## src/rtl/pts_pkg.sv

```systemverilog
// Package for the priority thread scheduler core.
// Holds the command codes, the sequencer state type and the control struct broadcast to the slot cells.
// No dependencies.
package pts_pkg;

	localparam int SLOT_FIELD_W = 5;
	localparam int CMD_W        = 3;
	localparam int TICKS_FIELD_W = 32;
	localparam int IN_DATA_W    = 40;
	localparam int OUT_DATA_W   = 72;
	localparam int MASK_FIELD_W = 31;

	typedef enum logic [CMD_W-1:0] {
		CMD_CREATE = 3'd0,
		CMD_DELAY  = 3'd1,
		CMD_TICK   = 3'd2,
		CMD_SCHED  = 3'd3,
		CMD_SWDONE = 3'd4
	} cmd_t;

	typedef enum logic [2:0] {
		ST_IDLE = 3'b001,
		ST_SCAN = 3'b010,
		ST_EMIT = 3'b100
	} state_t;

	// Control broadcast to every slot cell for one accepted transfer.
	typedef struct packed {
		logic                    create_en;
		logic                    delay_en;
		logic                    tick_en;
		logic [SLOT_FIELD_W-1:0] target;
	} cell_ctrl_t;

endpackage

```

## src/rtl/priority_thread_scheduler_core.sv

```systemverilog
// Top level of the fixed-priority thread scheduler: command decode, sequencer,
// the row of slot cells and the result register.
// Depends on pts_pkg and pts_slot_cell.
//
// Channel | Direction | Payload
// s_*     | in        | command, slot, delay_ticks
// m_*     | out       | next_slot, next_valid, switch_request, create_accepted,
//         |           | ready_set, delayed_set
//
// Create, tick, switch done, an ignored delay and unknown commands go from accept
// straight to the result load.
// Schedule and an effective delay run a search between accept and the result load.
// The search chain carries the highest ready slot up one slot cell register at a time
// to its top cell, which is read once the whole chain has been walked.
// Reset clears all slots and masks; no thread is current or chosen.
// The next command is taken while a result still waits; a stalled result holds
// the sequencer in its result state until the transfer completes.
module priority_thread_scheduler_core #(
	parameter int SLOT_COUNT   = 32,
	parameter int TIMEOUT_BITS = 32
) (
	input  logic                          clk,
	input  logic                          arst_n,
	input  logic                          s_tvalid,
	output logic                          s_tready,
	// [2:0] command, [7:3] slot, [39:8] delay_ticks
	input  logic [pts_pkg::IN_DATA_W-1:0] s_tdata,
	output logic                          m_tvalid,
	input  logic                          m_tready,
	// [4:0] next_slot, [5] next_valid, [6] switch_request, [7] create_accepted,
	// [38:8] ready_set, [69:39] delayed_set, [71:70] zero
	output logic [pts_pkg::OUT_DATA_W-1:0] m_tdata
);
	import pts_pkg::*;

	localparam int SLOT_W = $clog2(SLOT_COUNT);
	localparam int CNT_W  = $clog2(SLOT_COUNT);

	state_t                    state_q;
	logic [CNT_W-1:0]          cnt_q;
	logic                      present0_q;
	logic [SLOT_W-1:0]         cur_q;
	logic                      cur_valid_q;
	logic [SLOT_W-1:0]         chosen_q;
	logic                      chosen_valid_q;
	logic                      sw_q;
	logic                      acc_q;
	logic                      m_tvalid_q;
	logic [OUT_DATA_W-1:0]     m_tdata_q;

	cmd_t                      cmd;
	logic [SLOT_FIELD_W-1:0]   slot_in;
	logic [TIMEOUT_BITS-1:0]   ticks;
	logic                      accept;
	logic                      slot_ok;
	logic                      create_hit;
	logic                      delay_ok;
	logic                      out_free;
	logic [SLOT_W-1:0]         pick;
	cell_ctrl_t                ctrl;

	logic [SLOT_COUNT-1:0]     present_vec;
	logic [SLOT_COUNT-2:0]     ready_vec;
	logic [SLOT_COUNT-2:0]     delayed_vec;
	logic [SLOT_W-1:0]         best_w [SLOT_COUNT];

	assign cmd      = cmd_t'(s_tdata[CMD_W-1:0]);
	assign slot_in  = s_tdata[CMD_W +: SLOT_FIELD_W];
	assign ticks    = s_tdata[CMD_W + SLOT_FIELD_W +: TIMEOUT_BITS];
	assign s_tready = (state_q == ST_IDLE);
	assign accept   = s_tvalid && s_tready;
	assign out_free = !m_tvalid_q || m_tready;

	assign slot_ok    = ({1'b0, slot_in} < (SLOT_FIELD_W + 1)'(SLOT_COUNT));
	assign create_hit = accept && (cmd == CMD_CREATE) && slot_ok
		&& !present_vec[slot_in[SLOT_W-1:0]];
	assign delay_ok   = cur_valid_q && (cur_q != '0);

	always_comb begin
		ctrl.create_en = create_hit;
		ctrl.delay_en  = accept && (cmd == CMD_DELAY) && delay_ok;
		ctrl.tick_en   = accept && (cmd == CMD_TICK);
		ctrl.target    = (cmd == CMD_CREATE) ? slot_in : SLOT_FIELD_W'(cur_q);
	end

	assign best_w[0]      = '0;
	assign present_vec[0] = present0_q;

	for (genvar n = 1; n < SLOT_COUNT; n++) begin : g_cell
		pts_slot_cell #(
			.SLOT_W       (SLOT_W),
			.TIMEOUT_BITS (TIMEOUT_BITS)
		) u_cell (
			.clk      (clk),
			.arst_n   (arst_n),
			.ctrl     (ctrl),
			.ticks    (ticks),
			.slot_id  (SLOT_W'(n)),
			.best_in  (best_w[n-1]),
			.best_out (best_w[n]),
			.present  (present_vec[n]),
			.ready    (ready_vec[n-1]),
			.delayed  (delayed_vec[n-1])
		);
	end

	assign pick = best_w[SLOT_COUNT-1];

	always_ff @(posedge clk or negedge arst_n) begin
		if (!arst_n) begin
			state_q        <= ST_IDLE;
			cnt_q          <= '0;
			present0_q     <= 1'b0;
			cur_q          <= '0;
			cur_valid_q    <= 1'b0;
			chosen_q       <= '0;
			chosen_valid_q <= 1'b0;
			sw_q           <= 1'b0;
			acc_q          <= 1'b0;
			m_tvalid_q     <= 1'b0;
		end else begin
			if (create_hit && (slot_in == '0)) begin
				present0_q <= 1'b1;
			end
			if ((state_q == ST_EMIT) && out_free) begin
				m_tvalid_q <= 1'b1;
			end else if (m_tready) begin
				m_tvalid_q <= 1'b0;
			end
			unique case (state_q)
				ST_IDLE: begin
					if (accept) begin
						acc_q <= create_hit;
						sw_q  <= 1'b0;
						cnt_q <= '0;
						unique case (cmd)
							CMD_SCHED: begin
								state_q <= ST_SCAN;
							end
							CMD_DELAY: begin
								state_q <= delay_ok ? ST_SCAN : ST_EMIT;
							end
							CMD_SWDONE: begin
								if (chosen_valid_q) begin
									cur_q       <= chosen_q;
									cur_valid_q <= 1'b1;
								end
								state_q <= ST_EMIT;
							end
							default: begin
								state_q <= ST_EMIT;
							end
						endcase
					end
				end
				ST_SCAN: begin
					cnt_q <= cnt_q + CNT_W'(1);
					// The top cell holds the settled choice once the chain has been fully walked.
					if (cnt_q == CNT_W'(SLOT_COUNT - 1)) begin
						chosen_q       <= pick;
						chosen_valid_q <= present_vec[pick];
						sw_q           <= present_vec[pick] && (!cur_valid_q || (cur_q != pick));
						state_q        <= ST_EMIT;
					end
				end
				ST_EMIT: begin
					if (out_free) begin
						state_q <= ST_IDLE;
					end
				end
				default: begin
					state_q <= ST_IDLE;
				end
			endcase
		end
	end

	always_ff @(posedge clk) begin
		if ((state_q == ST_EMIT) && out_free) begin
			m_tdata_q <= {2'b00,
				MASK_FIELD_W'(delayed_vec),
				MASK_FIELD_W'(ready_vec),
				acc_q,
				sw_q,
				chosen_valid_q,
				SLOT_FIELD_W'(chosen_q)};
		end
	end

	assign m_tvalid = m_tvalid_q;
	assign m_tdata  = m_tdata_q;

	// A slot is never ready and delayed at once.
	a_masks_disjoint: assert property (@(posedge clk) disable iff (!arst_n)
		(ready_vec & delayed_vec) == '0)
		else $error("slot both ready and delayed");

	// The current thread always occupies its slot.
	a_current_present: assert property (@(posedge clk) disable iff (!arst_n)
		cur_valid_q |-> present_vec[cur_q])
		else $error("current thread not present");

	// A switch request is only reported for a chosen slot that holds a thread.
	a_switch_valid: assert property (@(posedge clk) disable iff (!arst_n)
		(m_tvalid && m_tdata[6]) |-> m_tdata[5])
		else $error("switch request without valid choice");

	// Commands that need no search go straight to the result state.
	a_direct_emit: assert property (@(posedge clk) disable iff (!arst_n)
		(accept && (cmd != CMD_SCHED) && (cmd != CMD_DELAY)) |=> (state_q == ST_EMIT))
		else $error("short command did not go to result state");

endmodule

```

## src/rtl/pts_slot_cell.sv

```systemverilog
// One priority slot of the scheduler: presence, ready, delayed, timeout counter,
// and one stage of the highest-ready search chain.
// Depends on pts_pkg.
module pts_slot_cell #(
	parameter int SLOT_W       = 5,
	parameter int TIMEOUT_BITS = 32
) (
	input  logic                      clk,
	input  logic                      arst_n,
	input  pts_pkg::cell_ctrl_t       ctrl,
	input  logic [TIMEOUT_BITS-1:0]   ticks,
	input  logic [SLOT_W-1:0]         slot_id,
	input  logic [SLOT_W-1:0]         best_in,
	output logic [SLOT_W-1:0]         best_out,
	output logic                      present,
	output logic                      ready,
	output logic                      delayed
);
	import pts_pkg::*;

	logic                    present_q;
	logic                    ready_q;
	logic                    delayed_q;
	logic [TIMEOUT_BITS-1:0] timeout_q;
	logic [SLOT_W-1:0]       best_q;
	logic                    hit;
	logic                    count_live;

	assign hit        = (ctrl.target == SLOT_FIELD_W'(slot_id));
	assign count_live = delayed_q && (timeout_q != '0);

	always_ff @(posedge clk or negedge arst_n) begin
		if (!arst_n) begin
			present_q <= 1'b0;
			ready_q   <= 1'b0;
			delayed_q <= 1'b0;
			timeout_q <= '0;
			best_q    <= '0;
		end else begin
			priority if (ctrl.create_en && hit && !present_q) begin
				present_q <= 1'b1;
				ready_q   <= 1'b1;
			end else if (ctrl.delay_en && hit) begin
				timeout_q <= ticks;
				ready_q   <= 1'b0;
				delayed_q <= 1'b1;
			end else if (ctrl.tick_en && count_live) begin
				timeout_q <= timeout_q - TIMEOUT_BITS'(1);
				if (timeout_q == TIMEOUT_BITS'(1)) begin
					ready_q   <= 1'b1;
					delayed_q <= 1'b0;
				end
			end
			// Each cell passes the highest ready slot seen so far one step up the row.
			best_q <= ready_q ? slot_id : best_in;
		end
	end

	assign best_out = best_q;
	assign present  = present_q;
	assign ready    = ready_q;
	assign delayed  = delayed_q;

endmodule

```

## config.mk

```make
export PLATFORM = sky130hd
export DESIGN_NAME = priority_thread_scheduler_core
export DESIGN_NICKNAME = d
export VERILOG_FILES = /design/src/rtl/pts_pkg.sv /design/src/rtl/priority_thread_scheduler_core.sv /design/src/rtl/pts_slot_cell.sv
export SDC_FILE = /design/constraint.sdc
export NUM_CORES = 2
export LEC_CHECK = 0
export BUFFER_PORTS_ARGS = -buffer_cell sky130_fd_sc_hd__buf_2
export CAP_MARGIN = 20
export CORE_AREA = 2 2 400 402
export CTS_CLUSTER_SIZE = 20
export DETAILED_ROUTE_END_ITERATION = 10
export DIE_AREA = 0 0 402 404
export REMOVE_ABC_BUFFERS = 1
export SYNTH_ARGS = -nofsm -noshare
export SYNTH_HDL_FRONTEND = slang
export SYNTH_SLANG_ARGS = --single-unit
```

## constraint.sdc

```tcl
create_clock -name clk -period 5.8 [get_ports clk]
set_input_delay 0.29 -clock clk [delete_from_list [all_inputs] [get_ports clk]]
set_output_delay 0.29 -clock clk [all_outputs]
set_load 0.005 [all_outputs]
```

==> summary.txt <==
Synth
  – #FFs+latches synth: 1308
  – Post-synth EDFFs: 70
  – Post-Synth Simple-Gate Area: 27.4%
  – Synth Area in XOR/XNOR: roughly 9.2%
  – Top_reg_cell synth: dfrtp_1
  – Async set or reset register ratio after synthesis: 94.6%
  – Netlist area before placement: 70700 um2
  – Syn Inst Count: 7758
  – Compound-cell area share of the yosys netlist: 11.2%
  – Library cells used by synthesis: 101
  – Adder-cell share of the synthesized area: 1.13%
  – Avg Inst Size Synth: 9.11 um2
  – Sequential-to-total area share from yosys stat: 46.8%
  – Main combinational cell family by area after synthesis: simple AND/OR/NAND/NOR gates
  – YS warnings: 0
  – Yosys top cell area share: between 40% and 50%
  – Yosys top cell by area: dfrtp_1
  – Largest cells by area after synthesis: dfrtp_1 (44%), xnor2_1 (5.5%), nand2_1 (4.5%)
  – Fraction of synthesized area in multiplexers: 1.26%

CTS
  – Clk buf depth: 3
  – Setup Buffers After CTS: 0
  – Hold-fix buffers at CTS: 15
  – CTS Buf Count: 147
  – TritonCTS clock tree: done
  – Root buf cell: clkbuf_16
  – Clock Latency Late Sink: 0.81 ns
  – Clock slew at reported path FFs: around 0.060 ns
  – CTS Sinks: 1308
  – # resized after CTS: 0
  – H-tree levels: 4

Global routing
  – Total track usage: 28.5%
  – Vias in the first global route: about 56000
  – Grt met2 use: about 44%
  – Largest net degree at the start of global routing: 175
  – First-pass GRT wire length: 354000 um
  – Peak-usage layer in the global routing report: met2
  – Met3 Use GR: 4.46%
  – Grt total ovfl: 0
  – M1 GR Usage: 40.4%
  – Initial antenna violation count: 17

Critical path
  – Critical path cell sequence: nor4bb_1 -> o211ai_1 -> nand2b_1 -> buf_4 -> nor2_2 -> buf_4 -> nand2_1 -> o21ai_0
  – R2r endpoint: g_cell[21].u_cell.timeout_q[10]
  – Max stage delay on crit path: 0.92 ns
  – Crit path top cell by count: buf_4
  – Critical Path Start Type: flip-flop
  – Crit end category: flip-flop
  – Critical path's top delay family: simple AND/OR/NAND/NOR gates
  – Critical Path AT: 4.84 ns
  – Crit-path max FO: 30
  – Required @ worst endpoint: roughly 6.5 ns
  – CP Class: flip-flop to flip-flop
  – Cell count of the worst reg-to-reg path: 8
  – CP Buf/Inv Count: 2
  – Reg2Reg Launch Point: state_q[0]
  – R2R setup slack: ~1.7 ns
  – Critical path's slowest cell: dfstp_2

Min path
  – Hold Crit Class: input port to flip-flop
  – Hold depth: 3
  – Hold worst-path end: g_cell[23].u_cell.timeout_q[27]
  – Hold_sp: s_tdata[35]

Placement
  – DP Wirelength: 141000 um
  – I/O Buffers: 115
  – Routability cong.: 0.893
  – DP Worst Slack: 1.71 ns
  – Placed Cells: 9611

Pwr
  – Pwr dens: 331 nW/um2
  – Internal Pwr Total: 18.0 mW
  – Clk pwr share: 38.6%
  – NetSw: 8.03 mW
  – Comb power frac: 18.5%
  – Maximum vdd drop: 0.323 mV
  – LEAKAGE: 33.7 nW
  – Seq pwr share: 43.0%
  – Sw Ratio: 30.8%

Timing
  – Worst Hold Margin: 0.0457 ns
  – Minimum clock period after layout: approximately 4.1 ns
  – Final setup viols: 0
  – Max-slew violation count: 0
  – PnR worst setup slack: 1.66 ns
  – FMAX: approximately 240 MHz
  – Final period util: a little under three quarters
  – Hold Fails Final Rpt: 0
  – Max_slew headroom: 22.7%
  – Slew at the pin with the worst max-slew slack: 1.16 ns
  – RSZ-0062 raised after global routing: no
  – Setup Skew: 0.0297 ns
  – Post-route setup TNS: 0 ns

Cells and area
  – Post-Layout Cell Count: 9917
  – Finished Core Util: 49.9%
  – Area Overhead vs Synth: 11.5%
  – Proportion of layout cells with a drive suffix above 1: 9.41%
  – Fill count: 14700
  – Nets: between 7000 and 8000

Floorplanning
  – Starting Density: approximately 45%
  – CORE AREA: 158000 um2
  – Num rows: around 150
  – Die W: 402 um
  – Die area: 162000 um2
  – Die H: 404 um
  – I/O pin cnt: between 100 and 150

Outcome
  – Run status: finished, final reports clean

Flow run
  – Max-cap violations: 0

Detailed routing
  – Post-Route WL: about 230000 um
  – WL per Instance: 23.6 um
  – Post-DRT Antenna Nets: 0
  – Vias per cell: 6.01
  – DR iter-0 viols: 5787
  – DR vias: a little under 60000
  – Drt first pass iters: 6
  – DRC errors left: 0
-- registers in the layout, indices dropped and copies added (netlist names), 3 cells and up --
signal                   count
g_cell.u_cell.best_out     129
g_cell.u_cell.present       31
chosen_q                     5
g_cell.u_cell.delayed       31
g_cell.u_cell.ready         31
cur_q                        5
m_tdata                     70
cnt_q                        5
g_cell.u_cell.timeout_q    992
state_q                      3
-- tightest hold or removal path, cell delays in order --
cell and delay (ns):
buf_4 0.28, nand2_1 0.12, o21ai_1 0.06
-- per-layer routing --
| layer | share of wire, % | wire [um] |
|---|---|---|
| met5 | 0.0090 | 21 |
| met4 | 3.8 | 8900 |
| met3 | 7.2 | 16900 |
| met2 | 45 | 105000 |
| met1 | 44 | 103000 |
-- final cells by class --
class	count	area, um2	area share [%]
Clock buffer	206	4230	5.37
Tap cell	2072	2590	3.29
Sequential cell	1308	33100	42.0
Timing Repair Buffer	234	1890	2.40
Inverter	106	398	0.505
Clock inverter	70	942	1.20
Multi-Input combinational cell	5917	35600	45.2
Antenna cell	4	10.0	0.0127
-- metrics by stage --
stage	area [um2]	total power [mW]
final	78800	26.0
after detailed placement	73200	16.1
after global placement	73100	16.0
after CTS	78500	26.2
after global routing	78800	27.2
after floorplan	69000	14.3
-- synth_stat cells (37+ instances only) --
| master | instances |
|---|---|
| nor3_1 | 349 |
| nand4_1 | 104 |
| nand2_1 | 838 |
| buf_2 | 50 |
| o21ai_0 | 457 |
| or3_1 | 177 |
| nand3b_1 | 52 |
| xnor2_1 | 443 |
| nor2b_1 | 67 |
| nor4b_1 | 46 |
| or2_2 | 112 |
| nand3_1 | 358 |
| dfrtp_1 | 1237 |
| clkbuf_1 | 343 |
| a21oi_1 | 421 |
| ha_1 | 64 |
| nand4b_1 | 53 |
| edfxtp_1 | 70 |
| nor2_1 | 815 |
| a31oi_1 | 98 |
| or4_1 | 149 |
| o31ai_1 | 37 |
| nor4_1 | 300 |
| xor2_1 | 300 |
| inv_1 | 106 |
| nand2b_1 | 62 |
| o211ai_1 | 110 |
-- kinds of logic (layout without fill, tap and decap cells) --
logic type | Yosys count | in the layout
other cells | 1 | 6
buf+inv | 534 | 616
fa+ha+maj | 64 | 64
mux | 66 | 66
flops | 1308 | 1308
xor+xnor | 744 | 744
simple gates | 3711 | 3711
compound gates | 1330 | 1330
-- placed cells by master (no fill, tap or decap), types with 70 or more instances in the layout --
master and instances:
or2_2 112, o211ai_1 110, or4_1 149, nand4_1 104, edfxtp_1 70, nor4_1 299
xor2_1 300, nor3_1 347, a21oi_1 421, xnor2_1 443, clkbuf_16 154, nand2_1 828
nand3_1 358, or3_1 177, dfrtp_1 1237, inv_1 106, nor2_1 799, a31oi_1 98
buf_2 82, buf_4 114, o21ai_0 457
-- power by group through the flow --
| stage | clock network, mW | logic, mW | registers [mW] |
|---|---|---|---|
| finish | 10.0 | 4.81 | 11.2 |
| global route | 10.6 | 5.33 | 11.3 |
| CTS | 10.2 | 4.78 | 11.2 |
| detailed placement | 0 | 4.74 | 11.3 |
| global placement | 0 | 4.67 | 11.3 |
| floorplan | 0 | 3.29 | 11.0 |
-- how the worst max path moves through the flow --
stage               startpoint                               to  cells after the start
detailed placement    s_tvalid  g_cell[21].u_cell.timeout_q[10]                      9
finish              state_q[0]  g_cell[21].u_cell.timeout_q[10]                      8
global placement      s_tvalid  g_cell[21].u_cell.timeout_q[25]                      9
CTS                 state_q[0]  g_cell[21].u_cell.timeout_q[10]                      8
global route        state_q[0]   g_cell[21].u_cell.timeout_q[8]                      8
floorplan           s_tdata[1]   g_cell[17].u_cell.timeout_q[0]                      5
Note: power is estimated with default switching activity, not from simulation.
